### config.mk
export PLATFORM = sky130hd
export DESIGN_NAME = wmq_ctrl
export DESIGN_NICKNAME = d
export VERILOG_FILES = /design/src/hdl/wmq_pkg.sv /design/src/hdl/wmq_ctrl.sv
export SDC_FILE = /design/constraint.sdc
export NUM_CORES = 1
export LEC_CHECK = 0
export ABC_CLOCK_PERIOD_IN_PS = 2550
export BUFFER_PORTS_ARGS = -buffer_cell sky130_fd_sc_hd__buf_4
export CAP_MARGIN = 15
export CORE_MARGIN = 2
export CORE_UTILIZATION = 24
export CTS_CLUSTER_SIZE = 8
export DETAILED_ROUTE_END_ITERATION = 6
export GPL_TIMING_DRIVEN = 0
export HOLD_SLACK_MARGIN = 0.1
export PLACE_DENSITY = 0.43
export REMOVE_ABC_BUFFERS = 1
export SYNTH_ARGS = -nofsm -noshare
export SYNTH_HDL_FRONTEND = slang
export SYNTH_SLANG_ARGS = --single-unit
### constraint.sdc
create_clock -name clk -period 2.55 [get_ports clk]
set_input_delay 0 -clock clk [delete_from_list [all_inputs] [get_ports clk]]
set_output_delay 0 -clock clk [all_outputs]
set_load 0.01 [all_outputs]
### src/hdl/wmq_pkg.sv
// Shared types and constants for the windowed M/G/1 queue delay estimator.
package wmq_pkg;

    localparam int DEPTH_DEFAULT = 64;
    localparam int ARR_W = 48;
    localparam int SVC_W = 24;
    localparam int WIN_W = 32;
    localparam int SQ_IN_W = 2 * SVC_W;
    localparam int ENTRY_W = ARR_W + SVC_W;
    localparam int IN_DATA_W = 120;
    localparam logic [WIN_W-1:0] WINDOW_RESET = 32'd1000000;

    // Commands from the controller to the datapath
    typedef struct packed {
        logic load;
        logic rd_head;
        logic rd_prev;
        logic drop;
        logic div1_start;
        logic mul;
        logic prep;
        logic div2_start;
        logic fin;
        logic zero_delay;
        logic set_ovf;
        logic idx_init;
        logic shift;
        logic insert;
        logic out_load;
    } cmd_t;

    // Status from the datapath to the controller
    typedef struct packed {
        logic cnt_zero;
        logic cnt_le1;
        logic cnt_full;
        logic win_zero;
        logic idx_zero;
        logic evict_hit;
        logic shift_hit;
        logic div_done;
    } status_t;

endpackage

### src/hdl/wmq_ctrl.sv
// Controller: sequences eviction, delay computation, insertion and output.
module wmq_ctrl (
    input  logic              clk,
    input  logic              rst_n,
    input  logic              s_tvalid,
    output logic              s_tready,
    output logic              m_tvalid,
    input  logic              m_tready,
    input  wmq_pkg::status_t  status,
    output wmq_pkg::cmd_t     cmd
);
    import wmq_pkg::*;

    typedef enum logic [4:0] {
        S_IDLE, S_EV_RD, S_EV_CHK, S_EV_DROP, S_DLY, S_DIV1, S_MUL, S_PREP,
        S_D2GO, S_DIV2, S_FIN, S_FULL, S_FU_CHK, S_FU_DROP, S_INS_RD,
        S_INS_CHK, S_INS_WR, S_DONE
    } state_t;

    state_t state_reg;
    state_t state_next;
    logic   m_tvalid_reg;
    logic   m_tvalid_next;

    // Decode commands and next state
    always_comb
    begin
        cmd           = '0;
        state_next    = state_reg;
        m_tvalid_next = m_tvalid_reg & ~m_tready;
        case (state_reg)
            S_IDLE:
            begin
                if (s_tvalid)
                begin
                    cmd.load   = 1'b1;
                    state_next = S_EV_RD;
                end
            end
            S_EV_RD:
            begin
                if (status.cnt_zero)
                    state_next = S_DLY;
                else
                begin
                    cmd.rd_head = 1'b1;
                    state_next  = S_EV_CHK;
                end
            end
            S_EV_CHK:  state_next = status.evict_hit ? S_EV_DROP : S_DLY;
            S_EV_DROP:
            begin
                cmd.drop   = 1'b1;
                state_next = S_EV_RD;
            end
            S_DLY:
            begin
                if (status.cnt_le1 || status.win_zero)
                begin
                    cmd.zero_delay = 1'b1;
                    state_next     = S_FULL;
                end
                else
                begin
                    cmd.div1_start = 1'b1;
                    state_next     = S_DIV1;
                end
            end
            S_DIV1:    if (status.div_done) state_next = S_MUL;
            S_MUL:
            begin
                cmd.mul    = 1'b1;
                state_next = S_PREP;
            end
            S_PREP:
            begin
                cmd.prep   = 1'b1;
                state_next = S_D2GO;
            end
            S_D2GO:
            begin
                cmd.div2_start = 1'b1;
                state_next     = S_DIV2;
            end
            S_DIV2:    if (status.div_done) state_next = S_FIN;
            S_FIN:
            begin
                cmd.fin    = 1'b1;
                state_next = S_FULL;
            end
            S_FULL:
            begin
                if (status.cnt_full)
                begin
                    cmd.rd_head = 1'b1;
                    cmd.set_ovf = 1'b1;
                    state_next  = S_FU_CHK;
                end
                else
                begin
                    cmd.idx_init = 1'b1;
                    state_next   = S_INS_RD;
                end
            end
            S_FU_CHK:  state_next = S_FU_DROP;
            S_FU_DROP:
            begin
                cmd.drop   = 1'b1;
                state_next = S_FULL;
            end
            S_INS_RD:
            begin
                if (status.idx_zero)
                    state_next = S_INS_WR;
                else
                begin
                    cmd.rd_prev = 1'b1;
                    state_next  = S_INS_CHK;
                end
            end
            S_INS_CHK:
            begin
                if (status.shift_hit)
                begin
                    cmd.shift  = 1'b1;
                    state_next = S_INS_RD;
                end
                else
                    state_next = S_INS_WR;
            end
            S_INS_WR:
            begin
                cmd.insert = 1'b1;
                state_next = S_DONE;
            end
            S_DONE:
            begin
                if (!m_tvalid_reg || m_tready)
                begin
                    cmd.out_load  = 1'b1;
                    m_tvalid_next = 1'b1;
                    state_next    = S_IDLE;
                end
            end
            default:   state_next = S_IDLE;
        endcase
    end

    // Hold state and output valid
    always_ff @(posedge clk or negedge rst_n)
    begin
        if (!rst_n)
        begin
            state_reg    <= S_IDLE;
            m_tvalid_reg <= 1'b0;
        end
        else
        begin
            state_reg    <= state_next;
            m_tvalid_reg <= m_tvalid_next;
        end
    end

    assign s_tready = (state_reg == S_IDLE);
    assign m_tvalid = m_tvalid_reg;

    a_load_idle: assert property (@(posedge clk) disable iff (!rst_n)
        cmd.load |=> state_reg == S_EV_RD)
        else $error("load did not start eviction");
    a_out_valid: assert property (@(posedge clk) disable iff (!rst_n)
        cmd.out_load |=> m_tvalid_reg)
        else $error("result loaded without valid");
    a_div_wait: assert property (@(posedge clk) disable iff (!rst_n)
        cmd.div1_start |=> state_reg == S_DIV1 && !status.div_done)
        else $error("divider done too early");

endmodule

==> metrics, run 1 <==
status=complete, no violations; mapped cell area=733 um^2; Post-synth EDFFs=0; Crit path depth=4; Die W=59.3 um; Via Count=851; initial core utilization=24.6%; most frequent cells in the layout=28 x buf_4, 17 x nor2_1, 7 x nand2_1, 7 x nand3_1, 7 x nor2b_1; post-DR vias/cell=5.32; Max transition margin=52.3%; worst path bufs/invs=0; fmax=0.524 GHz; CTS tree=built; worst slew pin tran=0.716 ns; reg-to-reg setup timing slack=0.64 ns; Area Overhead vs Synth=34.8%; CP Class=flip-flop to flip-flop; CP startpoint kind=flip-flop; Port Buffers=28; kind of cell adding the most delay to the critical path=simple AND/OR/NAND/NOR gates; core region area=2980 um^2; Worst path slowest cell=dfrtp_1; post-CTS resize count=0; Clk pin slew, worst setup/hold paths=0.04 ns; Critical Path Source=state_reg[1]$_DFFE_PN0P_; min Tclk post-route=1.91 ns; Pwr Density=935 nW/um^2; worst vdd ir=0.242 mV; reg-to-reg startpoint=state_reg[1]$_DFFE_PN0P_; Max Slew Vio Count=0; sequential area share after synthesis=20.5%; ANT nets after route=0; Setup Buffers After CTS=0; Max Cap Violations=0; first-pass GRT wire length=3.82 mm; DP HPWL=1.70 mm; Syn Area/Cell=7.33 um^2; Root Buffer=clkbuf_4; Post-CTS Hold Fix Bufs=3; routed wire length=2.25 mm; Top FF cell, synth=dfrtp_1; critical path, cell by cell=nor2_1 -> nand3_1 -> nor2_1 -> or4_1; initial antenna violation count=0; Total Routing Usage GR=14.2%; routability cong.=0.771; Synth cell types=37; crit path DAT=2.01 ns; Tightest Hold Check Type=primary input to async pin; diode count=0; DRT iter0 DRCs=17; Die Footprint=3510 um^2; Die Span Y=59.3 um; layout filler cell count=326; R2R depth=4; max reg flops=5; WL/cell=14.1 um; row count=20; WHS=0.111 ns; CP peak stage delay=0.80 ns; Critical Path RT=2.65 ns; layout cells sized above 1=29.9%; synth warn=0; crit end category=flip-flop; Setup TNS=0 ns; Cells after Synth=100; clock skew=0.00119 ns; Register Area=150 um^2; TritonCTS Buffers=3; clk_lat worst skew=0.24 ns; count of final setup violators=0; Pre-Repair DR Iteration Count=4; Ports=29; H-tree Lvls=1; P_leak=0.436 nW; largest net degree at the start of global routing=22; register bit total from synthesis=6; commonest non-fill, non-tap cell in the layout=buf_4; vias in the first global route=804; RSZ-0062 raised after global routing=no; clk sinks=6; most frequent CP cell=nor2_1; Congestion Overflow GR=0; post-route DRC violation count=0; crit share post-route=74.9%; Core Util, Final=33.2%; Post-synth ARST share=100%; # nets final=141; Final Hold Viols=0; area taken by multi-input logic gates=527 um^2; Max clock buf depth=2; Crit Path Max Fanout=21
## kinds of logic (layout without fill, tap and decap cells)
group | after synthesis | in the layout | share of synthesized area, %
simple gates | 62 | 62 | 45.7
compound gates | 23 | 23 | 26.1
buf+inv | 9 | 36 | 7.68
flops | 6 | 6 | 20.5
## synthesized netlist by cell type (2+ instances only)
cell type	count	share of area, %
nand2b_1	2	1.7
nand2_1	7	3.6
a21oi_1	4	2.7
a31oi_1	3	2.6
buf_2	3	2.0
nand3b_1	2	2.0
nor3_1	6	4.1
and2_1	2	1.7
inv_1	2	1.0
nor3b_1	2	2.0
or3b_1	2	2.4
or2_2	2	1.7
o21ai_0	4	2.7
nor2b_1	7	6.0
a21o_1	2	2.0
dfrtp_1	6	20
buf_6	2	3.1
nor2_1	17	8.7
nand3_1	7	4.8
## metrics by stage
stage / instances / power (mW) / area [um^2] / worst slack (ns)
after floorplan: 93 / 0.625 / 684 / 0.909
after global placement: 154 / 0.843 / 936 / 0.613
after global routing: 160 / 1.02 / 988 / 0.462
after detailed placement: 154 / 0.835 / 936 / 0.676
after CTS: 160 / 0.928 / 988 / 0.658
final: 160 / 0.924 / 988 / 0.641
## report_power, final
| group | switching (mW) | internal (mW) | leakage, nW |
|---|---|---|---|
| logic | 0.283 | 0.267 | 0.348 |
| registers | 0.162 | 0.128 | 0.0748 |
| clock network | 0.0312 | 0.0530 | 0.0138 |
## final timing paths
check,end
max,state_reg[2]$_DFFE_PN0P_
min in group clk,state_reg[2]$_DFFE_PN0P_
max reg2reg,state_reg[2]$_DFFE_PN0P_
max in group asynchronous,state_reg[1]$_DFFE_PN0P_
min reg2reg,m_tvalid$_DFF_PN0_
min,m_tvalid$_DFF_PN0_
## metal layers
metal / track usage [%] / up-vias / share of wire (%)
li1: - / 422 / -
met5: 0 / - / 0
met2: 21.7 / 30 / 48
met1: 18.8 / 395 / 46
met4: 5.84 / 0 / 1.6
met3: 3.71 / 4 / 4.1
## area by class of cell
cell class	instances	area share, %
Clock buffer	3	2.28
Timing Repair Buffer	31	24.3
Inverter	2	0.759
Tap cell	33	4.18
Multi-Input combinational cell	85	53.3
Sequential cell	6	15.2
Power figures use the tool's default switching activity.
==> run 2, diff against run 1 <==
Settings changed: ABC_CLOCK_PERIOD_IN_PS 2550 to 1800.
Clock period 2.55 ns to 1.8 ns, I/O delays scaled along.
==> run 2 against run 1 <==
Effect of this change:
- global-route usage hardly changed
- largest power group unchanged
- flip-flop and latch count did not move
- largest cell class unchanged
- clock-buffer cell count unchanged
- register-to-register slack lost 0.51 ns
==> metrics, run 2 (synthesis gave the netlist of run 1 again) <==
Max Cap Violations=0 (unchanged); fmax=0.600 GHz (+14%); count of final setup violators=0 (unchanged); routed wire length=2.32 mm (+3.2%); Tightest Hold Check Type=primary input to async pin; Root Buffer=clkbuf_4; CP startpoint kind=flip-flop; ANT nets after route=0 (unchanged); H-tree Lvls=1 (unchanged); critical path, cell by cell=or3_4 -> o32ai_2 -> nor4_1 -> a2111oi_2; layout filler cell count=322 (-1.2%); diode count=0 (unchanged); CTS tree=built; Critical Path RT=1.92 ns (-0.73 ns); met3 WL=93 um (unchanged); Final Hold Viols=0 (unchanged); crit path DAT=1.79 ns (-0.22 ns); first-pass GRT wire length=3.83 mm (+0.37%); Worst path slowest cell=dfrtp_2; detailed-routing wirelength on met1=1.03 mm (-0.29%); clk_lat worst skew=0.24 ns (about the same); Pwr Density=1330 nW/um^2 (+43%); WHS=0.111 ns (-0.0000250 ns); pre-CTS WS=-0.0737 ns (-0.750 ns); kind of cell adding the most delay to the critical path=simple AND/OR/NAND/NOR gates; DP HPWL=1.70 mm (unchanged); Crit Path Max Fanout=17 (-19%); Die Footprint=3510 um^2 (unchanged); area post-placement=936 um^2 (unchanged); worst vdd ir=0.349 mV (+44%); Area Overhead vs Synth=38.1%; crit share post-route=92.7% (+18 points); DRT iter0 DRCs=14 (-3); CP Class=flip-flop to flip-flop; post-DR vias/cell=5.26 (-1.1%); Congestion Overflow GR=0 (unchanged); Pre-Repair DR Iteration Count=4 (unchanged); fin worst setup slack=0.132 ns (-0.509 ns); Max transition margin=68.6% (+16 points); clock skew=0.00221 ns (+0.00102 ns); max reg flops=5 (unchanged); status=complete, no violations; area taken by multi-input logic gates=534 um^2 (+1.4%); # nets final=142 (+0.71%); initial core utilization=24.6% (unchanged); Ports=29 (unchanged); routability cong.=0.771 (unchanged); Total Routing Usage GR=14.2% (+0.039 points); worst slew pin tran=0.465 ns (-0.251 ns); Pwr Total=1.35 mW (+46%); DR top layer=met4; Port Buffers=28 (unchanged); layout cells sized above 1=35.9% (+6.0 points); initial antenna violation count=0 (unchanged); WL/cell=14.4 um (+2.6%); crit end category=flip-flop; RSZ-0062 raised after global routing=no; Die W=59.3 um (unchanged); row count=20 (unchanged); Via Count=847 (-0.47%); commonest non-fill, non-tap cell in the layout=buf_4; core region area=2980 um^2 (unchanged); TritonCTS Buffers=3 (unchanged); Die Span Y=59.3 um (unchanged); Register Area=159 um^2 (+5.8%); Max Slew Vio Count=0 (unchanged); vias in the first global route=806 (+0.25%); clk sinks=6 (unchanged); Max clock buf depth=2 (unchanged); worst path bufs/invs=0 (unchanged); P_leak=0.436 nW (about the same); min Tclk post-route=1.67 ns (-0.241 ns); Final Instance Area=1010 um^2 (+2.4%); post-route DRC violation count=0 (unchanged); most frequent cells in the layout=29 x buf_4, 16 x nor2_1, 7 x nand2_1, 7 x nand3_1, 7 x nor2b_1; CP peak stage delay=0.52 ns (-0.28 ns); largest net degree at the start of global routing=22 (unchanged); Clk pin slew, worst setup/hold paths=0.04 ns (about the same); met2 routed WL=1.17 mm (+7.1%)
[run 2: report_power, final]
| group | internal (mW) | switching, mW | total [mW] | leakage, nW |
|---|---|---|---|---|
| logic | 0.391 | 0.427 | 0.818 | 0.353 |
| clock network | 0.0752 | 0.0449 | 0.120 | 0.0138 |
| registers | 0.196 | 0.216 | 0.412 | 0.0694 |
[run 2: final cells by class]
cell class / instances / area share (%)
repair buffers: 32 / 24.5
well taps: 33 / 4.08
clock buffers: 3 / 2.22
multi-input cells: 85 / 52.8
inverters: 2 / 0.742
flip-flops and latches: 6 / 15.7
[run 2: final timing paths]
kind,startpoint,endpoint,slack (ns),depth (start not counted)
setup / recovery,state_reg[4]$_DFFE_PN0P_,state_reg[1]$_DFFE_PN0P_,0.13,4
hold / removal,rst_n,m_tvalid$_DFF_PN0_,0.11,2
setup reg to reg,state_reg[4]$_DFFE_PN0P_,state_reg[1]$_DFFE_PN0P_,0.13,4
hold reg to reg,m_tvalid$_DFF_PN0_,m_tvalid$_DFF_PN0_,0.70,2
max in group asynchronous,rst_n,state_reg[3]$_DFFE_PN0P_,1.56,2
min in group clk,status[7],state_reg[2]$_DFFE_PN0P_,0.13,4
[run 2: what timing repair did]
item / in CTS / in global routing
hold buffers: 3 / 0
setup buffers: 0 / 1
resized for setup: 3 / 5
endpoints found under the setup margin: 5 / 6
hold endpoints to repair: 9 / 0
[run 2: per-layer routing]
metal  track usage, %  vias up
met5                0        -
met4             5.84        0
met3             3.71        4
met2             21.7       23
met1             18.9      399
li1                 -      421
[run 2: per-stage QoR]
stage	util [%]	instances	setup TNS [ns]
after floorplan	-	93	0
after global placement	31.4	154	-0.368
after detailed placement	31.4	154	-0.163
after CTS	33.3	160	0
after global routing	34.0	161	0
final	34.0	161	0
==> run 3, diff against run 2 <==
Settings changed: MAX_ROUTING_LAYER set to met4.
==> run 3 against run 2 <==
Effect of this change:
- combinational power about the same
- design area unchanged
- critical path type unchanged
- largest cell class unchanged
- clock skew decreased by 0.0014 ns
- sequential share of layout area unchanged
- flip-flop and latch count unchanged
- die area unchanged
==> metrics, run 3 (synthesis gave the netlist of run 1 again) <==
pre-CTS WS=-0.0737 ns (unchanged); Area Overhead vs Synth=38.1% (unchanged); Congestion Overflow GR=0 (unchanged); Die W=59.3 um (unchanged); Ports=29 (unchanged); H-tree Lvls=1 (unchanged); Die Span Y=59.3 um (unchanged); core region area=2980 um^2 (unchanged); fin worst setup slack=0.139 ns (+0.00657 ns); DP HPWL=1.70 mm (unchanged); DRT iter0 DRCs=16 (+2); Max clock buf depth=2 (unchanged); vias in the first global route=806 (unchanged); Tightest Hold Check Type=primary input to async pin; clk sinks=6 (unchanged); Pre-Repair DR Iteration Count=4 (unchanged); Total Routing Usage GR=14.6% (+0.42 points); most frequent cells in the layout=29 x buf_4, 16 x nor2_1, 7 x nand2_1, 7 x nand3_1, 7 x nor2b_1; Pwr Density=1330 nW/um^2 (about the same); P_leak=0.436 nW (unchanged); fmax=0.602 GHz (+0.40%); routed wire length=2.31 mm (-0.60%); Final Instance Area=1010 um^2 (unchanged); first-pass GRT wire length=3.82 mm (-0.37%); initial antenna violation count=0 (unchanged); crit end category=flip-flop; Via Count=852 (+0.59%); Die Footprint=3510 um^2 (unchanged); reg2reg end=state_reg[1]$_DFFE_PN0P_; worst slew pin tran=0.443 ns (-0.0222 ns); commonest non-fill, non-tap cell in the layout=buf_4; Crit Path Max Fanout=17 (unchanged); RSZ-0062 raised after global routing=no; count of final setup violators=0 (unchanged); status=complete, no violations; ANT nets after route=0 (unchanged); post-DR vias/cell=5.29 (+0.59%); clk_lat worst skew=0.24 ns (about the same); initial core utilization=24.6% (unchanged); Root Buffer=clkbuf_4; Max transition margin=70.1% (+1.5 points); layout cells sized above 1=35.9% (unchanged); R2R depth=4 (unchanged); area post-placement=936 um^2 (unchanged); WL/cell=14.3 um (-0.60%); Max Cap Violations=0 (unchanged); clock skew=0.000764 ns (-0.00144 ns); row count=20 (unchanged); reg-to-reg setup timing slack=0.14 ns (about the same); crit share post-route=92.3% (-0.37 points); crit path DAT=1.78 ns (about the same); Final Hold Viols=0 (unchanged); post-route DRC violation count=0 (unchanged); largest net degree at the start of global routing=22 (unchanged); Max Slew Vio Count=0 (unchanged); Critical Path RT=1.92 ns (about the same); routability cong.=0.781 (+1.3%); CP Class=flip-flop to flip-flop; diode count=0 (unchanged); reg-to-reg startpoint=state_reg[4]$_DFFE_PN0P_; min Tclk post-route=1.66 ns (-0.00657 ns); TritonCTS Buffers=3 (unchanged); max reg flops=5 (unchanged); Port Buffers=28 (unchanged); # nets final=142 (unchanged); CP startpoint kind=flip-flop; worst vdd ir=0.346 mV (-0.69%); Clk pin slew, worst setup/hold paths=0.04 ns (about the same); CTS tree=built
-- run 3: cell counts in the layout (fill, tap and decap cells not counted) --
No cell type changed its count.
-- run 3: metrics by stage --
stage / TNS, ns / cells / util [%] / power, mW / hold WS (ns)
3_3_place_gp: -0.368 / 154 / 31.4 / 1.19 / -0.189
3_5_place_dp: -0.163 / 154 / 31.4 / 1.18 / -0.189
5_1_grt: 0 / 161 / 34.0 / 1.48 / 0.109
4_1_cts: 0 / 160 / 33.3 / 1.32 / 0.115
2_1_floorplan: 0 / 93 / - / 0.886 / -0.296
6_report: 0 / 161 / 34.0 / 1.35 / 0.111
-- run 3: layer usage --
layer	wire length [um]	vias to the layer above	global-route usage, %
met5	0	-	-
met4	36	0	5.84
met3	86	4	3.06
met2	1130	30	21.5
met1	1050	397	19.5
li1	-	421	-
-- run 3: layout make-up --
cell class,count,area (um^2)
clock buffer,3,22.5
fill,322,1970
sequential,6,159
timing repair buffer,32,248
multi-input combinational,85,534
tap,33,41.3
inverter,2,7.51
-- run 3: worst max path at each step --
stage / slack (ns) / startpoint / to
CTS: 0.02 / state_reg[0]$_DFFE_PN0P_ / state_reg[0]$_DFFE_PN0P_
finish: 0.14 / state_reg[4]$_DFFE_PN0P_ / state_reg[1]$_DFFE_PN0P_
detailed placement: -0.07 / state_reg[1]$_DFFE_PN0P_ / state_reg[2]$_DFFE_PN0P_
global placement: -0.14 / state_reg[4]$_DFFE_PN0P_ / state_reg[1]$_DFFE_PN0P_
global route: 0.003 / state_reg[4]$_DFFE_PN0P_ / state_reg[1]$_DFFE_PN0P_
floorplan: 0.16 / state_reg[3]$_DFFE_PN0P_ / state_reg[1]$_DFFE_PN0P_
-- run 3: worst max-delay path: stages (launching register included) --
cell and delay [ns]:
dfrtp_2 0.52, or3_4 0.45, o32ai_2 0.25, nor4_1 0.10
a2111oi_2 0.22
-- run 3: timing repair --
item	CTS	global route
gates resized for setup	3	5
pin swaps	0	0
hold endpoints to repair	9	0
setup buffers	0	1
setup endpoints to repair	5	7
hold buffers	3	0
-- run 3: where the power goes --
part / total, mW / internal, mW / switching, mW
sequential: 0.412 / 0.196 / 0.216
combinational: 0.818 / 0.391 / 0.427
clock: 0.121 / 0.0752 / 0.0459
